### src/look_disk_request_scheduler_defines.svh
// assertion macros for the look disk request scheduler
// expects clk and rst in the scope of each use
`ifndef LOOK_DISK_REQUEST_SCHEDULER_DEFINES_SVH
`define LOOK_DISK_REQUEST_SCHEDULER_DEFINES_SVH

`ifndef NO_ASSERTIONS
`define LDRS_ASSERT_IMP(lbl, ante, cons, msg) \
  lbl: assert property (@(posedge clk) disable iff (rst) (ante) |-> (cons)) else $error(msg);
`define LDRS_ASSERT_NXT(lbl, ante, cons, msg) \
  lbl: assert property (@(posedge clk) disable iff (rst) (ante) |=> (cons)) else $error(msg);
`else
`define LDRS_ASSERT_IMP(lbl, ante, cons, msg)
`define LDRS_ASSERT_NXT(lbl, ante, cons, msg)
`endif

`endif

### src/ldrs_pkg.sv
// shared constants, types and register codes of the look disk request scheduler
// no dependencies
`default_nettype none

package ldrs_pkg;

  localparam int QUEUE_DEPTH   = 16;
  localparam int TRACK_BITS    = 12;
  localparam int SUM_BITS      = TRACK_BITS + 1;
  localparam int IDX_BITS      = (QUEUE_DEPTH > 1) ? $clog2(QUEUE_DEPTH) : 1;
  localparam int CNT_BITS      = $clog2(QUEUE_DEPTH + 1);
  localparam int SIDX_BITS     = 5;
  localparam int CFG_IDX_BITS  = 1;
  localparam int CFG_DATA_BITS = 12;
  localparam int START_TRACK_RESET = 50;

  localparam int IN_TDATA_BITS  = ((TRACK_BITS + 7) / 8) * 8;
  localparam int OUT_FIELD_BITS = 2 * TRACK_BITS + SUM_BITS + SIDX_BITS + 1;
  localparam int OUT_TDATA_BITS = ((OUT_FIELD_BITS + 7) / 8) * 8;

  localparam logic [CFG_IDX_BITS-1:0] REG_START_TRACK = 1'd0;
  localparam logic [CFG_IDX_BITS-1:0] REG_START_DIR   = 1'd1;

  typedef logic [TRACK_BITS-1:0] track_t;
  typedef logic [IDX_BITS-1:0]   idx_t;

  // nearest pending request on each side of the head
  typedef struct packed {
    logic   below_found;
    track_t below_track;
    idx_t   below_idx;
    logic   above_found;
    track_t above_track;
    idx_t   above_idx;
  } best_t;

endpackage

`default_nettype wire

### src/ldrs_store.sv
// request track memory: one write port, one read port with registered data
// depends on ldrs_pkg
`default_nettype none

module ldrs_store
  import ldrs_pkg::*;
(
  input  wire logic   clk,
  input  wire logic   wr_en,
  input  wire idx_t   wr_addr,
  input  wire track_t wr_data,
  input  wire logic   rd_en,
  input  wire idx_t   rd_addr,
  output track_t      rd_data
);

  track_t mem [QUEUE_DEPTH];

  always_ff @(posedge clk) begin
    if (wr_en) begin
      mem[wr_addr] <= wr_data;
    end
  end

  always_ff @(posedge clk) begin
    if (rd_en) begin
      rd_data <= mem[rd_addr];
    end
  end

endmodule

`default_nettype wire

### src/ldrs_pick.sv
// shared comparator that tracks the nearest pending request below and above the head
// one memory word per cycle; depends on ldrs_pkg
`default_nettype none

module ldrs_pick
  import ldrs_pkg::*;
(
  input  wire logic   clk,
  input  wire logic   rst,
  input  wire logic   clr,
  input  wire logic   vld,
  input  wire logic   pend,
  input  wire idx_t   idx,
  input  wire track_t track,
  input  wire track_t head,
  output best_t       best
);

  logic take_below;
  logic take_above;

  // strict compares keep the lowest slot among equal tracks
  assign take_below = (track <= head) && (!best.below_found || (track > best.below_track));
  assign take_above = (track >= head) && (!best.above_found || (track < best.above_track));

  always_ff @(posedge clk) begin
    if (rst || clr) begin
      best.below_found <= 1'b0;
      best.above_found <= 1'b0;
    end else if (vld && pend) begin
      if (take_below) begin
        best.below_found <= 1'b1;
        best.below_track <= track;
        best.below_idx   <= idx;
      end
      if (take_above) begin
        best.above_found <= 1'b1;
        best.above_track <= track;
        best.above_idx   <= idx;
      end
    end
  end

endmodule

`default_nettype wire

### src/look_disk_request_scheduler.sv
// LOOK elevator disk request scheduler. Requests are loaded one per cycle into a
// 16-entry track memory until a request with tlast arrives; requests past the queue
// depth are dropped and flagged. The batch is then served in LOOK order from the
// configured start track and direction, one result per request. For each served
// request, the single read port of the track memory is swept over all loaded
// entries through one shared comparator, a drain state lets the last read word
// reach the comparator, and then the pick state, once the output register is free,
// picks the entry and loads the output register. No new request is taken until the
// last result of the batch has been placed in the output register.
// depends on ldrs_pkg, ldrs_store, ldrs_pick and the assertion macro header
`default_nettype none

`include "look_disk_request_scheduler_defines.svh"

module look_disk_request_scheduler
  import ldrs_pkg::*;
(
  input  wire logic                      clk,
  input  wire logic                      rst,
  input  wire logic                      cfg_write,
  input  wire logic [CFG_IDX_BITS-1:0]   cfg_index,
  input  wire logic [CFG_DATA_BITS-1:0]  cfg_data,
  input  wire logic                      s_axis_tvalid,
  output logic                           s_axis_tready,
  // request_track, zero padded
  input  wire logic [IN_TDATA_BITS-1:0]  s_axis_tdata,
  // batch_end
  input  wire logic                      s_axis_tlast,
  output logic                           m_axis_tvalid,
  input  wire logic                      m_axis_tready,
  // served_track, move_distance, total_movement, served_index, overflow, zero padded
  output logic [OUT_TDATA_BITS-1:0]      m_axis_tdata,
  // final_service
  output logic                           m_axis_tlast
);

  typedef enum logic [1:0] {S_LOAD, S_SCAN, S_DRAIN, S_PICK} state_t;

  state_t                     state;
  logic [CFG_DATA_BITS-1:0]   start_track;
  logic                       start_dir;
  logic [CNT_BITS-1:0]        loaded_count;
  logic [CNT_BITS-1:0]        serve_count;
  logic [QUEUE_DEPTH-1:0]     pending_mask;
  track_t                     head;
  logic [SUM_BITS-1:0]        msum;
  logic                       sweep_down;
  logic                       dropped;
  idx_t                       scan_addr;
  logic                       rd_valid;
  idx_t                       rd_idx;
  track_t                     rd_track;

  track_t                     out_track;
  track_t                     out_dist;
  logic [SUM_BITS-1:0]        out_total;
  logic [SIDX_BITS-1:0]       out_idx;
  logic                       out_ovf;

  best_t                      best;
  logic                       in_fire;
  logic                       q_full;
  logic                       wr_en;
  logic                       scan_last;
  logic                       pick_fire;
  logic                       use_above;
  track_t                     pick_track;
  idx_t                       pick_idx;
  logic                       sweep_next;
  track_t                     move_dist;
  logic [SUM_BITS-1:0]        sum_next;
  logic [CNT_BITS-1:0]        serve_next;
  logic                       is_last;

  assign s_axis_tready = (state == S_LOAD);
  assign in_fire       = s_axis_tvalid && s_axis_tready;
  assign q_full        = (loaded_count == CNT_BITS'(QUEUE_DEPTH));
  assign wr_en         = in_fire && !q_full;
  assign scan_last     = (scan_addr == IDX_BITS'(loaded_count - CNT_BITS'(1)));
  assign pick_fire     = (state == S_PICK) && (!m_axis_tvalid || m_axis_tready);

  // stay on the sweep side while it has a request, else turn around
  assign use_above  = sweep_down ? !best.below_found : best.above_found;
  assign pick_track = use_above ? best.above_track : best.below_track;
  assign pick_idx   = use_above ? best.above_idx : best.below_idx;
  assign sweep_next = !use_above;
  assign move_dist  = (pick_track >= head) ? (pick_track - head) : (head - pick_track);
  assign sum_next   = msum + SUM_BITS'(move_dist);
  assign serve_next = serve_count + CNT_BITS'(1);
  assign is_last    = (serve_next == loaded_count);

  assign m_axis_tdata = OUT_TDATA_BITS'({out_ovf, out_idx, out_total, out_dist, out_track});

  ldrs_store u_store (
    .clk     (clk),
    .wr_en   (wr_en),
    .wr_addr (loaded_count[IDX_BITS-1:0]),
    .wr_data (s_axis_tdata[TRACK_BITS-1:0]),
    .rd_en   (state == S_SCAN),
    .rd_addr (scan_addr),
    .rd_data (rd_track)
  );

  ldrs_pick u_pick (
    .clk   (clk),
    .rst   (rst),
    .clr   (pick_fire || (state == S_LOAD)),
    .vld   (rd_valid),
    .pend  (pending_mask[rd_idx]),
    .idx   (rd_idx),
    .track (rd_track),
    .head  (head),
    .best  (best)
  );

  always_ff @(posedge clk) begin
    if (rst) begin
      state         <= S_LOAD;
      start_track   <= CFG_DATA_BITS'(START_TRACK_RESET);
      start_dir     <= 1'b0;
      loaded_count  <= '0;
      serve_count   <= '0;
      pending_mask  <= '0;
      head          <= TRACK_BITS'(START_TRACK_RESET);
      msum          <= '0;
      sweep_down    <= 1'b0;
      dropped       <= 1'b0;
      scan_addr     <= '0;
      rd_valid      <= 1'b0;
      m_axis_tvalid <= 1'b0;
    end else begin
      if (cfg_write) begin
        case (cfg_index)
          REG_START_TRACK: start_track <= cfg_data;
          REG_START_DIR:   start_dir   <= cfg_data[0];
          default: ;
        endcase
      end

      rd_valid <= (state == S_SCAN);
      rd_idx   <= scan_addr;

      if (pick_fire) begin
        m_axis_tvalid <= 1'b1;
      end else if (m_axis_tready) begin
        m_axis_tvalid <= 1'b0;
      end

      case (state)
        S_LOAD: begin
          if (in_fire) begin
            if (q_full) begin
              dropped <= 1'b1;
            end else begin
              pending_mask[loaded_count[IDX_BITS-1:0]] <= 1'b1;
              loaded_count <= loaded_count + CNT_BITS'(1);
            end
            if (s_axis_tlast) begin
              head        <= TRACK_BITS'(start_track);
              msum        <= '0;
              sweep_down  <= start_dir;
              serve_count <= '0;
              scan_addr   <= '0;
              state       <= S_SCAN;
            end
          end
        end
        S_SCAN: begin
          if (scan_last) begin
            state <= S_DRAIN;
          end else begin
            scan_addr <= scan_addr + IDX_BITS'(1);
          end
        end
        S_DRAIN: begin
          // last read word reaches the comparator this cycle
          state <= S_PICK;
        end
        S_PICK: begin
          if (pick_fire) begin
            out_track <= pick_track;
            out_dist  <= move_dist;
            out_total <= sum_next;
            out_idx   <= SIDX_BITS'(serve_next);
            out_ovf   <= dropped;
            m_axis_tlast <= is_last;
            head        <= pick_track;
            msum        <= sum_next;
            sweep_down  <= sweep_next;
            serve_count <= serve_next;
            scan_addr   <= '0;
            if (is_last) begin
              pending_mask <= '0;
              loaded_count <= '0;
              dropped      <= 1'b0;
              state        <= S_LOAD;
            end else begin
              pending_mask[pick_idx] <= 1'b0;
              state <= S_SCAN;
            end
          end
        end
        default: state <= S_LOAD;
      endcase
    end
  end

  `LDRS_ASSERT_IMP(a_pick_pending, pick_fire, pending_mask[pick_idx], "picked request is not pending")
  `LDRS_ASSERT_IMP(a_pick_found, state == S_PICK, best.below_found || best.above_found, "no request found at pick")
  `LDRS_ASSERT_IMP(a_pending_count, state == S_PICK, CNT_BITS'($countones(pending_mask)) == CNT_BITS'(loaded_count - serve_count), "pending count out of step with served count")
  `LDRS_ASSERT_NXT(a_batch_done, pick_fire && is_last, (pending_mask == '0) && (state == S_LOAD), "batch not cleared after last request")

endmodule

`default_nettype wire
### config.mk
export PLATFORM = sky130hd
export DESIGN_NAME = look_disk_request_scheduler
export DESIGN_NICKNAME = d
export VERILOG_FILES = /design/src/ldrs_pkg.sv /design/src/ldrs_store.sv /design/src/ldrs_pick.sv /design/src/look_disk_request_scheduler.sv
export VERILOG_INCLUDE_DIRS = /design/src /design/src/src
export SDC_FILE = /design/constraint.sdc
export NUM_CORES = 1
export LEC_CHECK = 0
export BUFFER_PORTS_ARGS = -buffer_cell sky130_fd_sc_hd__buf_2
export CORE_MARGIN = 3
export CORE_UTILIZATION = 40
export CTS_CLUSTER_DIAMETER = 150
export DETAILED_ROUTE_END_ITERATION = 8
export SLEW_MARGIN = 20
export SYNTH_ARGS = -nofsm -noshare
export SYNTH_HDL_FRONTEND = slang
export SYNTH_HIERARCHICAL = 1
export SYNTH_SLANG_ARGS = --single-unit
### constraint.sdc
create_clock -name clk -period 5.8 [get_ports clk]
set_input_delay 0.29 -clock clk [delete_from_list [all_inputs] [get_ports clk]]
set_output_delay 0.29 -clock clk [all_outputs]
set_load 0.05 [all_outputs]
After elaboration in Yosys (flattened, before gate mapping)
Memory sizes are Yosys's and may differ from the RTL's. A register that Yosys moved wholly into a read port is not among the register bits.
Cells that the tools add are included.
- RAM bits: 192
- word-level logic and storage cells: 155
- memories kept: 1
- output and inout bits: 51
- bits in latches: 0
- input bits: 35
- bits in registers: 156
- bits in read-only memories: 0
- memories (name ; words ; bits a word ; read ports ; clocked after memory_dff ; write ports ; RTL line ; RTL):
    u_store.mem ; 16 ; 12 ; 1 ; 1 ; 1 ; ldrs_store.sv:17 ; track_t mem [QUEUE_DEPTH];
- mux-type cells: 56
- multiply operators: 0
- bitwise logic cells: 6
- order comparisons: 10
- eq/ne operators: 14
- reduce and logical (&&, ||, !) cells: 35
- div/mod/pow operators: 0
- shift-type cells: 0
- add/subtract/negate cells: 7
- operators with widths (kind ; number):
    $mux W16 ; 4
    $mux W12 ; 5
    $mux W13 ; 3
    $mux W5 ; 7
    $pmux W16 S2 ; 1
    $pmux W13 S2 ; 1
    $ge A12 B12 Y1 ; 2
    $pmux W12 S2 ; 1
    $sub A12 B12 Y12 ; 2
    $mux W4 ; 5
    $pmux W5 S2 ; 2
    $and A16 B16 Y16 ; 1
    $mux W1 ; 16
    $not A16 Y16 ; 1
    $or A16 B16 Y16 ; 1
    $lt A4 B5 Y1 const B ; 3
    $reduce_and A5 Y1 ; 3
    $add A13 B12 Y13 ; 1
    $gt A12 B12 Y1 ; 1
    $le A12 B12 Y1 ; 1
    $lt A12 B12 Y1 ; 1
    $pmux W4 S3 ; 1
    $reduce_and A4 Y1 ; 3
    $add A5 B1 Y5 const B ; 2
    other kinds (24) ; 60

Depth between registers and ports, before layout
- depth in word-level cells: 12
- mapped depth: 23
- depth with buffers taken out: 20

Cells and area by module
The synthesis kept the hierarchy.
- by module, submodules not included (module ; times used ; seq. area each (µm²) ; area an instance (µm²) ; cells an instance):
    ldrs_store ; 1 ; 6125.9 ; 7719.9 ; 329
    look_disk_request_scheduler ; 1 ; 2922.8 ; 6802.8 ; 741
    ldrs_pick ; 1 ; 1001.0 ; 1944.4 ; 172

Worst setup path after synthesis
OpenSTA, ideal clock, no wires.
- path type: register to register
- start: register sweep_down
- end: register out_total[12], data pin
- path slack: 0.990 ns
- arrival time: 4.553 ns
- cell stages (with the launch flop): 23
- data required time: 5.542 ns
- setup time: 0.258 ns
- clock period less this slack: 4.810 ns
- path buffers: 4
- path through: dfxtp_1 o21ai_0 clkbuf_1 buf_2 mux2i_1 inv_1 ha_1 buf_4 and3_4 nand2_1 a311o_1 a32oi_2 buf_4 mux2i_1 xor2_1 ha_1 nor2b_1 o21ai_0 a21o_1 a21oi_1 o31a_1 nor2_1 xnor2_1
- cells in the longest elaborated chain, start to end: 5
- elaborated cells on any way between the ends: 7
- classes of those cells: add/sub (3); order compare (1); mux (3)
- RTL lines (item ; RTL line ; RTL):
    start: declaration ; look_disk_request_scheduler.sv:47 ; logic sweep_down;
    start signal: assignment ; look_disk_request_scheduler.sv:161 ; sweep_down <= start_dir;
    start signal: assignment ; look_disk_request_scheduler.sv:189 ; sweep_down <= sweep_next;
    $mux W1 ; look_disk_request_scheduler.sv:83 ; assign use_above = sweep_down ? !best.below_found : best.above_found;
    $mux W12 ; look_disk_request_scheduler.sv:84 ; assign pick_track = use_above ? best.above_track : best.below_track;
    net pick_track[4] ; look_disk_request_scheduler.sv:67 ; track_t pick_track;
    $ge A12 B12 Y1 ; look_disk_request_scheduler.sv:87 ; assign move_dist = (pick_track >= head) ? (pick_track - head) : (head - pick_track);
    $mux W12 ; look_disk_request_scheduler.sv:87 ;
    net move_dist[2] ; look_disk_request_scheduler.sv:70 ; track_t move_dist;
    $add A13 B12 Y13 ; look_disk_request_scheduler.sv:88 ; assign sum_next = msum + SUM_BITS'(move_dist);
    net sum_next[12] ; look_disk_request_scheduler.sv:71 ; logic [SUM_BITS-1:0] sum_next;
    end signal: assignment ; look_disk_request_scheduler.sv:183 ; out_total <= sum_next;
    end: declaration ; look_disk_request_scheduler.sv:56 ; logic [SUM_BITS-1:0] out_total;
The timed path passes the listed nets, and every way through them passes these cells.
A chain may end at the register's enable or synchronous reset.

Final worst setup path
- start: register u_pick/best[33] (netlist name)
- end: register out_total[12], data pin
- cells in the longest elaborated chain, start to end: 6
- elaborated cells on any way between the ends: 8
- classes of those cells: add/sub (3); order compare (1); mux (3); reduce/logical (1)
- RTL lines (item ; RTL line):
    $logic_not A1 Y1 * ; look_disk_request_scheduler.sv:83
    $mux W1 * ; look_disk_request_scheduler.sv:83
    $mux W12 * ; look_disk_request_scheduler.sv:84
    net pick_track[3] ; look_disk_request_scheduler.sv:67
    $sub A12 B12 Y12 / $ge A12 B12 Y1 (equally long branches) ; look_disk_request_scheduler.sv:87
    $mux W12 * ; look_disk_request_scheduler.sv:87
    net move_dist[7] ; look_disk_request_scheduler.sv:70
    $add A13 B12 Y13 * ; look_disk_request_scheduler.sv:88
    net sum_next[12] ; look_disk_request_scheduler.sv:71
The timed path passes the listed nets; every way through them passes the cells marked *.

==> results_dict.tcl <==
set metrics [dict create \
    overflow 0 \
    clk_latency_ns 0.56 \
    async_reset_ff_share_pct 0 \
    die_w_microns 209 \
    core.rowCount 73 \
    p_switching_uw 2100 \
    clockPowerShare_pct 35.1 \
    max_cap_violations 0 \
    ys_seq_area_share_pct 61.0 \
    peakVddDrop_v 0.000282 \
    p_leak_uw 0.00690 \
    min_path_type "in2reg" \
    nNetsFinal 1463 \
    ctsHtreeMaxLevel 2 \
    cp-end-kind "register" \
    grt_max_degree 71 \
    synth_cell_type_count 60 \
    cts_made_buffers 40 \
    pwr-share-seq_pct 44.1 \
    synth_area_leaders "edfxtp_1 52%, dfxtp_1 9.2%, ha_1 6.0%, mux4_2 5.2%, a21oi_1 3.2%" \
    grt.total_usage_pct 16.6 \
    drive_gt1_share_pct 15.5 \
    fmax_mhz 190 \
    yosysWarnings 6 \
    die_area_sq_um 43600 \
    synth_area_sq_um 16500 \
    hpwlAfterDp_microns 24400 \
    n_antenna_cell 0 \
    ff_latch_area_sq_um 10100 \
    vias_per_cell 5.29 \
    synth_ff_type "edfxtp_1" \
    drtIter0Drc 596 \
    swShare_pct 29.5 \
    drtPass1Iterations 5 \
    outcome "complete, no violations" \
    initial_core_util_pct 41.0 \
    avgSynthCellArea_sq_um 13.3 \
    core-area_sq_um 40200 \
    relSlewSlack_pct 22.1 \
    hold_viol 0 \
    critPathMaxFanout 29 \
    startpoint_type "register" \
    syn_inst 1242 \
    antenna_found_initial 0 \
    power.internal_uw 5020 \
    io-pin-count 86 \
    yosys.area.top_type "edfxtp_1" \
    syn_to_final_growth_pct 14.6 \
    ys_ff_latch 360 \
    finalSetupViolations 0 \
    critPathArrivalTime_ns 5.57 \
    drt-total-wl_microns 36500 \
    cts_root_buf "clkbuf_16" \
    power_frac_comb_pct 20.8 \
    portBuffers 76 \
    die-height_microns 209 \
    critPathRequiredTime_ns 6.11 \
    worstSetupPathType "reg2reg" \
    fin_setup_tns_ns 0 \
    grt_first_pass_wirelength_microns 57400 \
    synth_top_area_share_pct 51.8 \
    drt_drc_violations_left 0 \
    post_drt_wl_per_cell_microns 19.2 \
    slew_violations 0 \
    n_fill_cell 3523 \
    rsz0062_at_grt "no" \
    multi_input_comb_area_sq_um 5880 \
    gp_congestion 0.853 \
    grt_pass1_vias 10000 \
    drtAntennaViolNets 0 \
    post-route-period-util_pct 90.7 \
    skew_ns 0.0229 \
    holdWs_ns 0.0436 \
    vias 10100 \
    cts_tree "yes" \
    worstMarginPinSlew_ns 1.17 \
    power_density_nw_per_um2 377 \
    cts.sinks 360 \
    clk_pin_slew_worst_paths_ns 0.06 \
    synth_edf_count 284 \
    fin_crit_ns 5.26 \
    clk_path_buf_depth 3 \
    postCtsSetupBuffers 0 \
]
-- final cells by class --
cell class              instances  area share, %
flip-flops and latches        360           53.3
multi-input cells             750           31.1
clock buffers                  49           5.53
repair buffers                113           3.65
well taps                     525           3.48
inverters                      81           1.61
clock inverters                25           1.34
-- synth_stat cells, types with 8 or more instances --
cell type    n
clkbuf_1    30
and2_1       9
a211oi_1    15
ha_1        79
mux4_1      15
xnor2_1     25
nor2_1      85
nor2b_1     14
nand3_1     32
inv_1       79
xor2_1       8
a21oi_1    105
o21ai_0     27
buf_2        9
a22oi_1     33
nand3b_1     8
buf_4        9
nor3_1      33
dfxtp_1     76
mux4_2      38
nand2_1     92
a21o_1      21
edfxtp_1   284
nand2b_1    13
o211ai_1    10
mux2i_1     21
-- per-layer routing --
layer / part of all wire, % / vias to the layer above / track usage, % / wire length (microns)
li1: - / 4865 / - / -
met3: 5.0 / 47 / 2.52 / 1840
met1: 45 / 4916 / 23.3 / 16500
met2: 48 / 243 / 27.2 / 17500
met5: 0 / - / 0 / 0
met4: 2.0 / 0 / 4.80 / 727
-- logic make-up (layout without fill, tap and decap cells) --
logic type	after synthesis	after routing	share of synthesized area, %
flip-flops	360	360	61.0
AO/OA/AOI/OAI	244	244	9.17
other	1	5	0.0228
adder cells (fa/ha/maj)	82	82	6.37
buffers and inverters	136	268	3.62
AND/OR/NAND/NOR	307	307	8.68
multiplexers	77	77	9.07
XOR/XNOR	35	35	2.04
-- critical path, cell delays in order, from the launching register on --
cell and delay (ns):
dfxtp_1 0.36, nand2_1 0.08, o21ai_2 0.05, buf_4 0.35, mux2i_1 0.40, inv_1 0.14
ha_1 0.50, nand4_1 0.19, a311o_1 0.40, a32oi_2 0.44, mux2i_1 0.16, xnor2_1 0.41
ha_1 0.38, a21o_1 0.19, a21o_1 0.17, a21oi_1 0.19, nor2b_1 0.10, o31a_1 0.29
nor2_1 0.11, xnor2_1 0.08
-- timing repair --
item,in CTS,in global routing
hold endpoints to repair,13,0
resized for setup,0,0
hold buffers,12,0
-- power by group through the flow --
| stage | combinational, uW | clock [uW] | sequential (uW) |
|---|---|---|---|
| finish | 1480 | 2500 | 3140 |
| global route | 1650 | 2680 | 3160 |
| CTS | 1490 | 2570 | 3140 |
| detailed placement | 1480 | 0 | 3200 |
| global placement | 1450 | 0 | 3190 |
| floorplan | 1100 | 0 | 3130 |
-- stage by stage --
stage / setup slack [ns] / cells / util (%) / area, sq um / total power (uW)
floorplan: 0.990 / 1246 / - / 16500 / 4240
global placement: 0.641 / 1817 / 43.4 / 17500 / 4640
detailed placement: 0.573 / 1817 / 43.4 / 17500 / 4670
CTS: 0.539 / 1903 / 47.0 / 18900 / 7200
global route: 0.00939 / 1903 / 47.0 / 18900 / 7480
finish: 0.539 / 1903 / 47.0 / 18900 / 7120
-- placed cells by master (no fill, tap or decap), drive strengths merged, types with 18 or more instances in the layout --
cell | synthesis | routed
ha | 79 | 79
mux4 | 53 | 53
xnor2 | 25 | 25
dfxtp | 76 | 76
o21ai | 31 | 31
buf | 25 | 101
inv | 80 | 83
a21oi | 105 | 105
a22oi | 33 | 33
clkbuf | 30 | 49
nor3 | 33 | 33
clkinv | 1 | 18
a21o | 21 | 21
mux2i | 21 | 21
nor2 | 85 | 85
nand2 | 92 | 92
edfxtp | 284 | 284
nand3 | 32 | 32
-- final timing paths --
path	startpoint	to	slack [ns]	cells after the start
worst max register to register	u_pick/best[33]	out_total[12]	0.54	19
worst min-delay path	cfg_write	start_dir	0.04	3
worst max-delay path	u_pick/best[33]	out_total[12]	0.54	19
worst min register to register	dropped	out_ovf	0.42	0
-- flip-flops by register name (all words and copies together), names as in the netlist --
name             count
dropped              1
head                12
loaded_count         5
m_axis_tlast         1
m_axis_tvalid        1
msum                13
out_dist            12
out_idx              5
out_ovf              1
out_total           13
out_track           12
pending_mask        16
rd_idx               4
rd_valid             1
scan_addr            4
serve_count          5
start_dir            1
start_track         12
state                2
sweep_down           1
u_pick/best         34
u_store/mem        192
u_store/rd_data     12
Note: power is estimated with default switching activity, not from simulation.
